===== config.mk =====
export PLATFORM = sky130hd
export DESIGN_NAME = periodic_tick_subscriber_scheduler
export DESIGN_NICKNAME = d
export VERILOG_FILES = /design/src/rtl/ptss_pkg.sv /design/src/rtl/ptss_mod_serial.sv /design/src/rtl/periodic_tick_subscriber_scheduler.sv
export SDC_FILE = /design/constraint.sdc
export NUM_CORES = 1
export LEC_CHECK = 0
export ABC_AREA = 1
export BUFFER_PORTS_ARGS = -buffer_cell sky130_fd_sc_hd__buf_2
export CORE_ASPECT_RATIO = 1.4
export CORE_MARGIN = 5
export CORE_UTILIZATION = 63
export CTS_CLUSTER_DIAMETER = 40
export DETAILED_ROUTE_END_ITERATION = 8
export MAX_ROUTING_LAYER = met4
export PLACE_DENSITY = 0.76
export SLEW_MARGIN = 10
export SYNTH_ARGS = -nofsm -noshare
export SYNTH_HDL_FRONTEND = slang
export SYNTH_SLANG_ARGS = --single-unit

===== constraint.sdc =====
create_clock -name clock -period 3.6 [get_ports clock]
set_input_delay 0.72 -clock clock [delete_from_list [all_inputs] [get_ports clock]]
set_output_delay 0.72 -clock clock [all_outputs]
set_load 0.01 [all_outputs]

===== src/rtl/ptss_pkg.sv =====
// Shared types and constants for the periodic tick subscriber scheduler.
package ptss_pkg;

   // Field widths.
   localparam int ID_W     = 8;
   localparam int PERIOD_W = 16;
   localparam int COUNT_W  = 32;

   // Default table depth.
   localparam int MAX_SUBSCRIBERS_DEF = 16;

   // Request action codes.
   localparam logic ACTION_TICK      = 1'b0;
   localparam logic ACTION_SUBSCRIBE = 1'b1;

   // Result kind codes.
   typedef enum logic [1:0] {
      KIND_EXPIRY   = 2'd0,
      KIND_ACCEPTED = 2'd1,
      KIND_FULL     = 2'd2
   } kind_type;

   // One request transaction.
   typedef struct packed {
      logic                action;
      logic [ID_W-1:0]     subscriber_id;
      logic [PERIOD_W-1:0] period_ticks;
   } req_type;

   // One result transaction.
   typedef struct packed {
      kind_type        kind;
      logic [ID_W-1:0] notified_id;
      logic            last_of_run;
   } rsp_type;

   // One subscription table entry.
   typedef struct packed {
      logic [ID_W-1:0]     id;
      logic [PERIOD_W-1:0] period;
   } entry_type;

   // Status reported by the serial remainder unit.
   typedef struct packed {
      logic done;
      logic divisible;
   } div_status_type;

endpackage


===== src/rtl/ptss_mod_serial.sv =====
// Bit-serial remainder unit: tests whether the tick count is a multiple of a period.
module ptss_mod_serial (
   input  logic                          clock,
   input  logic                          reset,
   input  logic                          start,
   input  logic [ptss_pkg::COUNT_W-1:0]  dividend,
   input  logic [ptss_pkg::PERIOD_W-1:0] divisor,
   output ptss_pkg::div_status_type      status
);
   import ptss_pkg::*;

   localparam int STEP_W = $clog2(COUNT_W);

   logic                active_ff, active_in;
   logic                done_ff, done_in;
   logic [STEP_W-1:0]   step_ff, step_in;
   logic [PERIOD_W-1:0] rem_ff, rem_in;
   logic [COUNT_W-1:0]  dividend_ff, dividend_in;
   logic [PERIOD_W-1:0] divisor_ff, divisor_in;

   logic [PERIOD_W:0]   trial;
   logic [PERIOD_W:0]   diff;
   logic                fits;

   // One restoring step: bring in the next dividend bit and subtract if it fits.
   assign trial = {rem_ff, dividend_ff[COUNT_W-1]};
   assign diff  = trial - {1'b0, divisor_ff};
   assign fits  = trial >= {1'b0, divisor_ff};

   always_comb begin
      active_in   = active_ff;
      done_in     = 1'b0;
      step_in     = step_ff;
      rem_in      = rem_ff;
      dividend_in = dividend_ff;
      divisor_in  = divisor_ff;
      if (start) begin
         active_in   = 1'b1;
         step_in     = '0;
         rem_in      = '0;
         dividend_in = dividend;
         divisor_in  = divisor;
      end else if (active_ff) begin
         rem_in      = fits ? diff[PERIOD_W-1:0] : trial[PERIOD_W-1:0];
         dividend_in = {dividend_ff[COUNT_W-2:0], 1'b0};
         step_in     = step_ff + STEP_W'(1);
         if (step_ff == STEP_W'(COUNT_W - 1)) begin
            active_in = 1'b0;
            done_in   = 1'b1;
         end
      end
   end

   always_ff @(posedge clock) begin
      if (reset) begin
         active_ff <= 1'b0;
         done_ff   <= 1'b0;
      end else begin
         active_ff <= active_in;
         done_ff   <= done_in;
      end
      step_ff     <= step_in;
      rem_ff      <= rem_in;
      dividend_ff <= dividend_in;
      divisor_ff  <= divisor_in;
   end

   // A zero period never divides anything.
   assign status.done      = done_ff;
   assign status.divisible = done_ff && (rem_ff == '0) && (divisor_ff != '0);

endmodule


===== src/rtl/periodic_tick_subscriber_scheduler.sv =====
// Top level of the periodic tick subscriber scheduler.
//
// A subscribe transaction is taken while busy is low and its single result appears on the next
// cycle; busy stays low, so another transaction may follow at once. A tick transaction
// advances the 32-bit counter and then walks the subscription table one entry at a time:
// each entry takes a table read, a load, and a pass through the bit-serial remainder
// unit, which retires one dividend bit per cycle, and a closing state ends the walk;
// busy stays high for the whole walk, and stays low when the table is empty. Expiry
// results come out in table order while the walk goes on; each is held until the next
// match or the end of the walk so that the final one carries last_of_run. Every result
// is on the rsp_ ports for exactly one cycle, marked by rsp_valid, and must be taken
// then: the receiver cannot stall the block.
module periodic_tick_subscriber_scheduler #(
   parameter int MAX_SUBSCRIBERS = ptss_pkg::MAX_SUBSCRIBERS_DEF
) (
   input  logic              clock,
   input  logic              reset,
   input  logic              start,
   output logic              busy,
   input  ptss_pkg::req_type req_item,
   output logic              rsp_valid,
   output ptss_pkg::rsp_type rsp_item
);
   import ptss_pkg::*;

   localparam int IDX_W = (MAX_SUBSCRIBERS > 1) ? $clog2(MAX_SUBSCRIBERS) : 1;
   localparam int CNT_W = $clog2(MAX_SUBSCRIBERS + 1);

   typedef enum logic [4:0] {
      ST_IDLE   = 5'b00001,
      ST_FETCH  = 5'b00010,
      ST_LOAD   = 5'b00100,
      ST_DIVIDE = 5'b01000,
      ST_FLUSH  = 5'b10000
   } state_type;

   state_type          state_ff, state_in;
   logic [COUNT_W-1:0] count_ff, count_in;
   logic [CNT_W-1:0]   used_ff, used_in;
   logic [IDX_W-1:0]   idx_ff, idx_in;
   logic               pend_valid_ff, pend_valid_in;
   logic [ID_W-1:0]    pend_id_ff, pend_id_in;
   logic [ID_W-1:0]    cur_id_ff, cur_id_in;
   logic               rsp_valid_ff, rsp_valid_in;
   rsp_type            rsp_ff, rsp_in;

   entry_type          table_mem [MAX_SUBSCRIBERS];
   entry_type          rd_ff;
   entry_type          wr_entry;
   logic               mem_we;

   logic               accept;
   logic [CNT_W-1:0]   idx_next;
   logic               div_start;
   div_status_type     div_status;

   assign accept   = start && !busy;
   assign idx_next = CNT_W'(idx_ff) + CNT_W'(1);
   assign wr_entry = '{id: req_item.subscriber_id, period: req_item.period_ticks};

   // Serial remainder of the tick count by the current entry's period.
   ptss_mod_serial u_mod (
      .clock    (clock),
      .reset    (reset),
      .start    (div_start),
      .dividend (count_ff),
      .divisor  (rd_ff.period),
      .status   (div_status)
   );

   // Subscription table: appended at the fill count, read at the walk index.
   always_ff @(posedge clock) begin
      if (mem_we) begin
         table_mem[used_ff[IDX_W-1:0]] <= wr_entry;
      end
      rd_ff <= table_mem[idx_ff];
   end

   // Sequencer for subscribe handling and the tick walk.
   always_comb begin
      state_in      = state_ff;
      count_in      = count_ff;
      used_in       = used_ff;
      idx_in        = idx_ff;
      pend_valid_in = pend_valid_ff;
      pend_id_in    = pend_id_ff;
      cur_id_in     = cur_id_ff;
      rsp_valid_in  = 1'b0;
      rsp_in        = rsp_ff;
      div_start     = 1'b0;
      mem_we        = 1'b0;
      unique case (state_ff)
         ST_IDLE: begin
            if (accept) begin
               if (req_item.action == ACTION_SUBSCRIBE) begin
                  rsp_valid_in       = 1'b1;
                  rsp_in.notified_id = req_item.subscriber_id;
                  rsp_in.last_of_run = 1'b1;
                  if (used_ff < CNT_W'(MAX_SUBSCRIBERS)) begin
                     rsp_in.kind = KIND_ACCEPTED;
                     mem_we      = 1'b1;
                     used_in     = used_ff + CNT_W'(1);
                  end else begin
                     rsp_in.kind = KIND_FULL;
                  end
               end else begin
                  count_in = count_ff + COUNT_W'(1);
                  idx_in   = '0;
                  if (used_ff != '0) begin
                     state_in = ST_FETCH;
                  end
               end
            end
         end
         ST_FETCH: begin
            state_in = ST_LOAD;
         end
         ST_LOAD: begin
            div_start = 1'b1;
            cur_id_in = rd_ff.id;
            state_in  = ST_DIVIDE;
         end
         ST_DIVIDE: begin
            if (div_status.done) begin
               // A new match releases the one held before it.
               if (div_status.divisible) begin
                  if (pend_valid_ff) begin
                     rsp_valid_in       = 1'b1;
                     rsp_in.kind        = KIND_EXPIRY;
                     rsp_in.notified_id = pend_id_ff;
                     rsp_in.last_of_run = 1'b0;
                  end
                  pend_valid_in = 1'b1;
                  pend_id_in    = cur_id_ff;
               end
               if (idx_next == used_ff) begin
                  state_in = ST_FLUSH;
               end else begin
                  idx_in   = idx_next[IDX_W-1:0];
                  state_in = ST_FETCH;
               end
            end
         end
         ST_FLUSH: begin
            // The match still held is the last of the run.
            if (pend_valid_ff) begin
               rsp_valid_in       = 1'b1;
               rsp_in.kind        = KIND_EXPIRY;
               rsp_in.notified_id = pend_id_ff;
               rsp_in.last_of_run = 1'b1;
            end
            pend_valid_in = 1'b0;
            state_in      = ST_IDLE;
         end
         default: begin
            state_in = ST_IDLE;
         end
      endcase
   end

   always_ff @(posedge clock) begin
      if (reset) begin
         state_ff      <= ST_IDLE;
         count_ff      <= '0;
         used_ff       <= '0;
         idx_ff        <= '0;
         pend_valid_ff <= 1'b0;
         rsp_valid_ff  <= 1'b0;
      end else begin
         state_ff      <= state_in;
         count_ff      <= count_in;
         used_ff       <= used_in;
         idx_ff        <= idx_in;
         pend_valid_ff <= pend_valid_in;
         rsp_valid_ff  <= rsp_valid_in;
      end
      pend_id_ff <= pend_id_in;
      cur_id_ff  <= cur_id_in;
      rsp_ff     <= rsp_in;
   end

   assign busy      = (state_ff != ST_IDLE);
   assign rsp_valid = rsp_valid_ff;
   assign rsp_item  = rsp_ff;

endmodule


==> key figures, run 1 <==
Logic synthesis
  – Post-synth EDFFs: 459
  – Multiplexer share of the synthesized area: 0.0318
  – Syn_nets: 2009
  – Largest family of logic cells by synthesized area: simple AND/OR/NAND/NOR gates
  – Synth Area in XOR/XNOR: 0.0118
  – Register bit total from synthesis: 554
  – Yosys cell types: 42
  – Synth area leaders: edfxtp_1, dfxtp_1, nand2_1
  – Synthesized netlist cell count: 1956
  – Post-Synth Adder-Cell Area: 0.0140
  – Compound-gate portion of the synthesized area: 0.0860
  – Post-synthesis cell area: 23000 um^2
  – Commonest register cell after synthesis: edfxtp_1
  – Sequential fraction of the synthesis area: 0.683
  – FFs w/ async S/R, synth: 0
  – Post-synth top area share: 0.600
  – Syn_area_per_cell: 11.7 um^2
  – Synth warnings: 0
  – Synth area leader: edfxtp_1
  – Synth Area in Simple Gates: 0.134

Power and ir drop
  – Max VDD drop: 432 uV
  – Standby leakage power: between 8 and 9 nW
  – Cell area power density: 516 nW/um^2
  – Tot Pwr: approximately 0.013 W

Clock tree
  – Root Driver: clkbuf_16
  – Setup Fix Bufs, Post-CTS: 0
  – Reg clk slew, reported paths: 0.06 ns
  – CTS max path bufs: 3
  – Number of gates resized after CTS: 0
  – Clock sinks: 554
  – Hold Buf Count CTS: 0
  – Num CTS Buffers: 52
  – CTS tree: done
  – Later-pin clock latency in the skew report: just under 0.6 ns
  – Htree depth: 2

Floorplan
  – Initial core utilization: 0.639
  – Rows: 82
  – Core area: between 30000 and 40000 um^2
  – Die height: 236 um
  – I/O pins: a little over 40
  – Die area: 40400 um^2
  – Die Width: 171 um

Layout
  – Final-layout fill cell count: 2517
  – Area Overhead vs Synth: 10.6%
  – Layout cells sized above 1: 0.0886
  – Ant. Diodes: 0
  – Nets@finish: 2032

Global route
  – Gr ovfl total: 0
  – Total Routing Usage GR: 0.259
  – Initial antenna violation count: 0
  – First-pass GRT wire length: between 70000 and 80000 um
  – Vias in the first global route: 14800
  – Largest net degree at the start of global routing: 143

Worst hold path
  – Hold crit path type: reg2reg
  – Hold Crit Start: rd_ff[16]
  – Hold depth: 0

Route
  – Via count: about 15000
  – Final ANT Viol Nets: 0
  – WL final: 51100 um
  – DRT Pass-1 Iters: 5
  – Routed vias/inst: 6.06
  – 1st-iter DRT viols: 1496
  – Wire per inst: slightly above 20 um
  – DRC: 0

Critical path
  – Crit path arrival time: 3.38 ns
  – Critical path required time: 4.11 ns
  – Reg2reg start: u_mod.divisor_ff[14]
  – Worst Reg2Reg Path Length in Cells: 9
  – Crit path launch: u_mod.divisor_ff[14]
  – Worst Setup End Kind: flip-flop
  – Critical-path maximum fanout: 17
  – Startpoint type of the worst setup path: flip-flop
  – CP Class: reg2reg

STA
  – Tmin final: about 2.9 ns
  – TNS Setup: 0 ns
  – Fmax: 0.349 GHz
  – RSZ-0062 raised after global routing: no
  – Crit share post-route: 0.796
  – # setup viols final: 0
  – Worst Tran Pin Value: ~1.2 ns
  – Max Slew Vio Count: 0
  – Worst Skew: 0.0188 ns
  – Worst slew margin: 0.216
  – Fin. Hold Viols: 0

Placement
  – DP HPWL: 31600 um
  – Routability cong.: 0.954
  – PortBufs: 40

Flow run
  – Max Cap Violations: 0

Status
  – Status: complete, no violations
==> cell usage in the layout (no fill, tap or decap), types with 40 or more instances in the layout <==
| cell | n |
|---|---|
| nand3_1 | 87 |
| nor2_1 | 211 |
| inv_1 | 123 |
| o221ai_1 | 73 |
| dfxtp_1 | 92 |
| buf_2 | 40 |
| a21oi_1 | 49 |
| o21ai_0 | 135 |
| nand2_1 | 353 |
| edfxtp_1 | 459 |
| clkbuf_16 | 54 |
| mux2i_1 | 73 |
==> state kept, by name (all words and copies together) (netlist names), 5 cells and up <==
name               count
rsp_item              11
pend_id_ff             8
u_mod.divisor_ff      16
rd_ff                 24
u_mod.dividend_ff     32
table_mem            384
cur_id_ff              8
u_mod.step_ff          5
count_ff              32
u_mod.rem_ff          16
used_ff                5
state_ff               5
==> final cells by class <==
class                   count  area, um^2  share of cell area
inverters                 129         485              0.0191
flip-flops and latches    554       15700               0.618
multi-input cells        1180        6490               0.256
clock inverters            30         320              0.0126
well taps                 462         578              0.0228
repair buffers             62         390              0.0154
clock buffers              65        1430              0.0564
==> synth_stat cells (4+ instances only) <==
| cell type | n |
|---|---|
| edfxtp_1 | 459 |
| nand2_1 | 353 |
| nor2_1 | 225 |
| o21ai_0 | 135 |
| inv_1 | 124 |
| dfxtp_1 | 95 |
| nand3_1 | 87 |
| mux2i_1 | 73 |
| o221ai_1 | 73 |
| clkbuf_1 | 57 |
| a21oi_1 | 49 |
| nor3_1 | 30 |
| buf_2 | 24 |
| ha_1 | 24 |
| xor2_1 | 24 |
| o211ai_1 | 22 |
| o32ai_1 | 22 |
| nand4_1 | 20 |
| xnor2_1 | 7 |
| buf_1 | 6 |
| nand3b_1 | 6 |
| buf_4 | 4 |
| inv_2 | 4 |
| nor2_2 | 4 |
==> where the power goes <==
group,switching (W),internal [W]
registers,0.0000399,0.00705
clock network,0.00230,0.00325
logic,0.000345,0.000118
total,0.00268,0.0104
==> per-layer routing <==
layer / track usage / wire, um / vias to the layer above / share of wire
met5: - / 0 / - / 0
met4: 0.0874 / 1500 / 0 / 0.029
met3: 0.0342 / 3270 / 101 / 0.064
met2: 0.428 / 26300 / 585 / 0.51
met1: 0.334 / 20000 / 7314 / 0.39
li1: - / - / 7045 / -
==> path summary, 6_finish.rpt <==
check	slack, ns	to
setup / recovery	0.73	u_mod.rem_ff[2]
hold / removal	0.40	cur_id_ff[0]
setup reg to reg	0.73	u_mod.rem_ff[2]
hold reg to reg	0.40	cur_id_ff[0]
==> kinds of logic after synthesis <==
logic type	count (synthesis)
AO/OA/AOI/OAI	309
XOR/XNOR	31
adder cells (fa/ha/maj)	25
buffers and inverters	222
flip-flops	554
multiplexers	73
AND/OR/NAND/NOR	742
==> critical path, cell delays in order (launching register included) <==
cell	delay (ns)
edfxtp_1	0.32
inv_1	0.06
ha_1	0.39
a21oi_1	0.23
o21bai_1	0.10
nor3_2	0.93
nand2_2	0.47
nand2_1	0.17
nand3_1	0.09
nand2_1	0.06
==> stage by stage <==
| stage | cells | util | instance area [um^2] | hold WS, ns | setup slack (ns) |
|---|---|---|---|---|---|
| final | 2482 | 0.707 | 25400 | 0.402 | 0.734 |
| after global routing | 2482 | 0.707 | 25400 | 0.409 | 0.545 |
| after CTS | 2482 | 0.707 | 25400 | 0.403 | 0.759 |
| after detailed placement | 2387 | 0.658 | 23600 | 0.389 | 0.731 |
| after global placement | 2387 | 0.658 | 23600 | 0.388 | 0.762 |
| after floorplan | 1956 | - | 23000 | 0.386 | 0.298 |
(Power assumes the default switching activity.)
==> inputs of run 2 (changes only) <==
Settings changed: ABC_AREA 1 to 0, CORE_UTILIZATION 63 to 62, PLACE_DENSITY 0.76 to 0.75.
Clock period 3.6 ns to 2.9 ns, I/O delays scaled along.
==> run 2 against run 1 <==
Net effect:
- die area decreased by 3.0%
- final cell count decreased by 25%
- design area decreased by 1.8%
- sequential share of layout area increased by 1.1 points
- via count decreased by 25%
- flip-flop and latch count unchanged
- setup slack got worse by 0.45 ns
- sequential power increased by 24%
- wire length decreased by 12%
==> key figures, run 2 <==
Placement
  – DP HPWL: 25000 um
  – Placed cell areas: 23100 um^2
  – Routability cong.: 0.927
  – PortBufs: 40

STA
  – Fmax: 0.382 GHz
  – Worst Skew: 0.0234 ns
  – Worst slew margin: 0.502
  – Crit share post-route: 0.902
  – Max Slew Vio Count: 0
  – RSZ-0062 raised after global routing: no
  – # setup viols final: 0
  – Hold Slack: between 0.3 and 0.4 ns
  – Fin. Hold Viols: 0
  – Tmin final: 2.62 ns
  – Worst Tran Pin Value: about 0.75 ns

Clock tree
  – CTS max path bufs: 3
  – Reg clk slew, reported paths: 0.07 ns
  – Hold Buf Count CTS: 0
  – Setup Fix Bufs, Post-CTS: 0
  – Later-pin clock latency in the skew report: about 0.58 ns
  – Clock sinks: around 550
  – Htree depth: 2
  – Root Driver: clkbuf_16
  – Number of gates resized after CTS: 0
  – CTS tree: done
  – Num CTS Buffers: 52

Floorplan
  – Die height: 232 um
  – I/O pins: 41
  – Rows: 81
  – Initial core utilization: 0.626
  – Die Width: 169 um
  – Core area: 35000 um^2
  – Die area: 39200 um^2

Logic synthesis
  – Top-count cell post-synth: edfxtp_1
  – Yosys cell types: 67
  – Synth area leaders: edfxtp_1, mux4_2, dfxtp_1
  – Commonest register cell after synthesis: edfxtp_1
  – Sequential fraction of the synthesis area: 0.717
  – Post-synth EDFFs: 459
  – Synthesized netlist cell count: roughly 1300
  – Synth warnings: 0
  – Syn_nets: 1326
  – Register bit total from synthesis: 554
  – Syn_area_per_cell: roughly 17 um^2
  – Post-synthesis cell area: between 20000 and 25000 um^2
  – FFs w/ async S/R, synth: 0
  – Post-synth top area share: 0.630
  – Synth area leader: edfxtp_1
  – Commonest cells post-synth: edfxtp_1, nand2_1, mux4_2

Layout
  – Area Overhead vs Synth: 13.9%
  – Most frequent cells in the layout: edfxtp_1, nand2_1, mux4_2
  – Largest register FFs: between 300 and 400
  – Nets@finish: 1404
  – Layout cells sized above 1: 0.236
  – Commonest non-fill, non-tap cell in the layout: edfxtp_1
  – Finished Cell Area: 24900 um^2

Global route
  – Total Routing Usage GR: 0.243
  – Gr ovfl total: 0
  – Vias in the first global route: 11800
  – Largest net degree at the start of global routing: 97
  – First-pass GRT wire length: 69400 um
  – Initial antenna violation count: 2

Critical path
  – Startpoint type of the worst setup path: flip-flop
  – Slowest CP cell: edfxtp_1
  – Crit path cell chain: inv_1 -> ha_1 -> and3_1 -> o21ai_1 -> a31o_1 -> a211oi_2 -> o21a_2 -> buf_12 -> mux2_4 -> a21oi_1
  – Worst Setup EP: u_mod.rem_ff[0]
  – Crit path launch: u_mod.divisor_ff[3]
  – Crit path arrival time: 3.11 ns
  – Critical-path maximum fanout: 12
  – Critical path required time: 3.39 ns
  – Reg2reg start: u_mod.divisor_ff[3]
  – Worst Reg2Reg Path Length in Cells: 10
  – R2R Setup Slk: 0.28 ns
  – Worst Setup End Kind: flip-flop
  – CP Class: reg2reg
  – CP peak stage delay: 0.35 ns
  – Critical R2R Capture: u_mod.rem_ff[0]

Route
  – WL final: about 45000 um
  – Final ANT Viol Nets: 0
  – Routed vias/inst: 6.12
  – Via count: 11300
  – DRC: 0
  – 1st-iter DRT viols: between 900 and 1000
  – Wire per inst: ~24 um
  – DRT Pass-1 Iters: 4

Worst hold path
  – Hold depth: 1
  – Hold crit path type: in2reg

Power and ir drop
  – Standby leakage power: 8.28 nW
  – Cell area power density: ~660 nW/um^2
  – Tot Pwr: 0.0165 W
  – Max VDD drop: 530 uV

Flow run
  – Max Cap Violations: 0

Status
  – Status: complete, no violations
-- run 2: cell types whose count changed after synthesis, sizes merged, moves of 23 or more --
cell / before / now
nand2: 356 / 133
o21ai: 136 / 25
clkbuf: 58 / 35
nor2: 229 / 81
o221ai: 73 / 0
mux4: 0 / 120
nand3: 88 / 21
mux2i: 73 / 14
inv: 128 / 28
-- run 2: logic make-up (layout without fill, tap and decap cells) --
kind of cell | count (synthesis) | in the layout | share of synthesized area
buffers and inverters | 80 | 202 | 0.0147
xor gates and xnor gates | 53 | 53 | 0.0212
and+or+nand+nor | 327 | 327 | 0.0714
AOI/OAI and AO/OA | 91 | 91 | 0.0264
muxes | 143 | 143 | 0.135
other | 0 | 2 | 0
adders and majority gates | 25 | 25 | 0.0146
DFF | 554 | 554 | 0.717
-- run 2: layout make-up --
type	count	area, um^2
Sequential cell	554	15700
Fill cell	2146	10000
Multi-Input combinational cell	639	6010
Clock buffer	70	1470
Timing Repair Buffer	76	721
Tap cell	456	571
Clock inverter	28	355
Inverter	28	105
Antenna cell	2	5.00
-- run 2: per-stage QoR --
stage,utilization,TNS [ns],cells,setup slack [ns]
5_1_grt,0.713,0,1853,0.0926
2_1_floorplan,-,-1.15,1273,-0.0298
3_5_place_dp,0.661,0,1753,0.163
6_report,0.713,0,1853,0.283
3_3_place_gp,0.661,0,1753,0.214
4_1_cts,0.713,0,1851,0.135
-- run 2: metal layers --
| layer | vias up | GRT usage | wire, um |
|---|---|---|---|
| met3 | 85 | 0.0341 | 2400 |
| li1 | 5112 | - | - |
| met5 | - | - | 0 |
| met2 | 332 | 0.417 | 23900 |
| met4 | 0 | 0.0688 | 1170 |
| met1 | 5809 | 0.306 | 17400 |
-- run 2: how the worst min path moves through the flow --
stage / slack, ns / end / startpoint
2_1_floorplan: 0.39 / cur_id_ff[0] / rd_ff[16]
3_3_place_gp: 0.39 / u_mod.divisor_ff[1] / rd_ff[1]
3_5_place_dp: 0.39 / cur_id_ff[1] / rd_ff[17]
4_1_cts: 0.34 / table_mem[6][13] / req_item[13]
5_1_grt: 0.36 / table_mem[11][13] / req_item[13]
6_report: 0.37 / table_mem[6][13] / req_item[13]
-- run 2: worst max-delay path: cells and delay by family, from the launching register on --
kind	cells	cell delay [ns]
compound gates	5	1.08
mux	1	0.30
buf+inv	2	0.23
fa+ha+maj	1	0.35
simple gates	1	0.23
flops	1	0.35
-- run 2: where the power goes --
group          switching, W  internal, W  total, W
logic              0.000384     0.000264  0.000648
clock network       0.00287      0.00421   0.00708
registers         0.0000807      0.00870   0.00878
total               0.00334       0.0132    0.0165
==> inputs of run 3 (changes only) <==
Settings changed: RECOVER_POWER set to 100.
==> run 3 against run 2 <==
Net effect:
- wire length shrank 0.16%
- first-iteration DRC count shrank 8.9%
- largest cell class unchanged
- power shrank 0.15%
- critical path depth fell by 2
- the run now ends with capacitance limit, slew limit left
- critical path type unchanged
- clock power about the same
- utilization decreased by 0.92 points
- critical endpoint is now pend_valid_ff
- sequential share of layout area is 0.81 points higher
==> key figures, run 3 (synthesis gave the netlist of run 2 again) <==
Layout
  – Layout cells sized above 1: 0.194
  – Final-layout fill cell count: between 2000 and 2500
  – Commonest non-fill, non-tap cell in the layout: edfxtp_1
  – Area Overhead vs Synth: 12.5%
  – Largest register FFs: 384
  – Nets@finish: 1404
  – Ant. Diodes: 0
  – Most frequent cells in the layout: edfxtp_1, nand2_1, mux4_2
  – Finished Cell Area: 24600 um^2

STA
  – Worst slew margin: -0.0681
  – Fin. Hold Viols: 0
  – RSZ-0062 raised after global routing: no
  – # setup viols final: 0
  – Worst Tran Pin Value: 1.60 ns
  – Fmax: 0.362 GHz
  – Crit share post-route: 0.952
  – Worst Skew: 0.0228 ns
  – Tmin final: around 2.8 ns
  – Max Slew Vio Count: 33
  – Hold Slack: 0.389 ns

Clock tree
  – Clock sinks: 554
  – CTS max path bufs: 3
  – Num CTS Buffers: 52
  – Later-pin clock latency in the skew report: just under 0.6 ns
  – Reg clk slew, reported paths: 0.07 ns
  – CTS tree: done
  – Root Driver: clkbuf_16
  – Htree depth: 2

Placement
  – DP HPWL: 25000 um
  – Routability cong.: 0.927
  – PortBufs: 40
  – Placed cell areas: 23100 um^2

Critical path
  – Critical R2R Capture: pend_valid_ff
  – Worst Setup End Kind: flip-flop
  – Crit path arrival time: 3.22 ns
  – Startpoint type of the worst setup path: flip-flop
  – CP Class: reg2reg
  – Critical-path maximum fanout: 9
  – Critical path required time: 3.36 ns
  – R2R Setup Slk: 0.14 ns
  – Reg2reg start: u_mod.rem_ff[15]
  – Worst Reg2Reg Path Length in Cells: 8

Floorplan
  – I/O pins: 41
  – Core area: 35000 um^2
  – Die height: 232 um
  – Die area: 39200 um^2
  – Initial core utilization: 0.626
  – Die Width: between 150 and 200 um
  – Rows: 81

Route
  – Routed vias/inst: 6.14
  – DRC: 0
  – Wire per inst: between 20 and 25 um
  – WL final: 44900 um
  – Via count: 11400
  – Final ANT Viol Nets: 0
  – DRT Pass-1 Iters: 5
  – 1st-iter DRT viols: 894

Flow run
  – Max Cap Violations: 1

Power and ir drop
  – Clock power frac: 0.429
  – Switching Fraction: 0.202
  – Gate power share: 0.038
  – Sequential power share: 0.533
  – Standby leakage power: 8.10 nW
  – Internal: 0.0132 W
  – Cell area power density: 670 nW/um^2
  – Max VDD drop: 530 uV
  – Sw Pwr: approximately 0.0033 W

Global route
  – Vias in the first global route: 11800
  – Initial antenna violation count: 0
  – Total Routing Usage GR: 0.243
  – Largest net degree at the start of global routing: 97
  – Gr ovfl total: 0
  – First-pass GRT wire length: 69400 um

Worst hold path
  – Hold Crit Start: rd_ff[1]
  – Hold crit path type: reg2reg
  – Hold Path Sink: u_mod.divisor_ff[1]
  – Hold depth: 0

Status
  – Failing checks: capacitance limit, slew limit
  – Status: finished with violations
==> run 3: cell count changes in the layout (fill, tap and decap cells not counted), sizes merged <==
cell | previous run | this run
buf | 76 | 19
clkbuf | 70 | 127
diode | 2 | 0
==> run 3: stage by stage <==
| stage | power [W] | setup TNS (ns) | utilization | instances | setup WS [ns] |
|---|---|---|---|---|---|
| after global routing | 0.0170 | 0 | 0.704 | 1851 | 0.0475 |
| after CTS | 0.0167 | 0 | 0.713 | 1851 | 0.135 |
| after detailed placement | 0.00960 | 0 | 0.661 | 1753 | 0.163 |
| after floorplan | 0.00934 | -1.15 | - | 1273 | -0.0298 |
| final | 0.0165 | 0 | 0.704 | 1851 | 0.138 |
| after global placement | 0.00958 | 0 | 0.661 | 1753 | 0.214 |
==> run 3: layout make-up <==
| class | instances | area [um^2] | area share |
|---|---|---|---|
| clock buffers | 70 | 1470 | 0.0598 |
| clock inverters | 28 | 355 | 0.0144 |
| inverters | 28 | 105 | 0.00427 |
| multi-input cells | 639 | 5910 | 0.240 |
| flip-flops and latches | 554 | 15700 | 0.638 |
| well taps | 456 | 571 | 0.0232 |
| repair buffers | 76 | 510 | 0.0207 |
==> run 3: repair_timing <==
action | in CTS | in global routing
buffers inserted | 0 | 0
hold buffers | 0 | 0
hold endpoints to repair | 0 | 0
endpoints found under the setup margin | 0 | 1
gates resized for setup | 0 | 1
==> run 3: worst max path at each step <==
stage / start / to / cells past startpoint
global placement: u_mod.divisor_ff[2] / u_mod.rem_ff[0] / 10
floorplan: state_ff[1] / table_mem[7][0] / 5
detailed placement: u_mod.divisor_ff[2] / u_mod.rem_ff[0] / 10
global route: u_mod.rem_ff[15] / pend_valid_ff / 8
finish: u_mod.rem_ff[15] / pend_valid_ff / 8
CTS: u_mod.divisor_ff[3] / u_mod.rem_ff[0] / 10
==> run 3: power groups by stage <==
stage          Sequential (W)  Combinational [W]  Clock (W)
3_5_place_dp          0.00895           0.000648          0
3_3_place_gp          0.00895           0.000635          0
4_1_cts               0.00878           0.000651    0.00722
2_1_floorplan         0.00893           0.000410          0
5_1_grt               0.00879           0.000697    0.00755
6_report              0.00879           0.000629    0.00707
==> run 3: critical path, cell delays in order, from the launching register on <==
cell      delay (ns)
dfxtp_1         0.34
or4_1           0.56
nor3_2          0.15
nand4_1         0.10
or4_4           0.46
nor2_2          0.09
clkbuf_1        0.56
nor2_1          0.12
a311oi_2        0.25
==> run 3: metal layers <==
metal  wire length [um]  GRT usage  up-vias
li1                   -          -     5106
met1              17300      0.306     5832
met2              24000      0.417      347
met3               2460     0.0341       79
met4               1110     0.0688        0
met5                  0          -        -
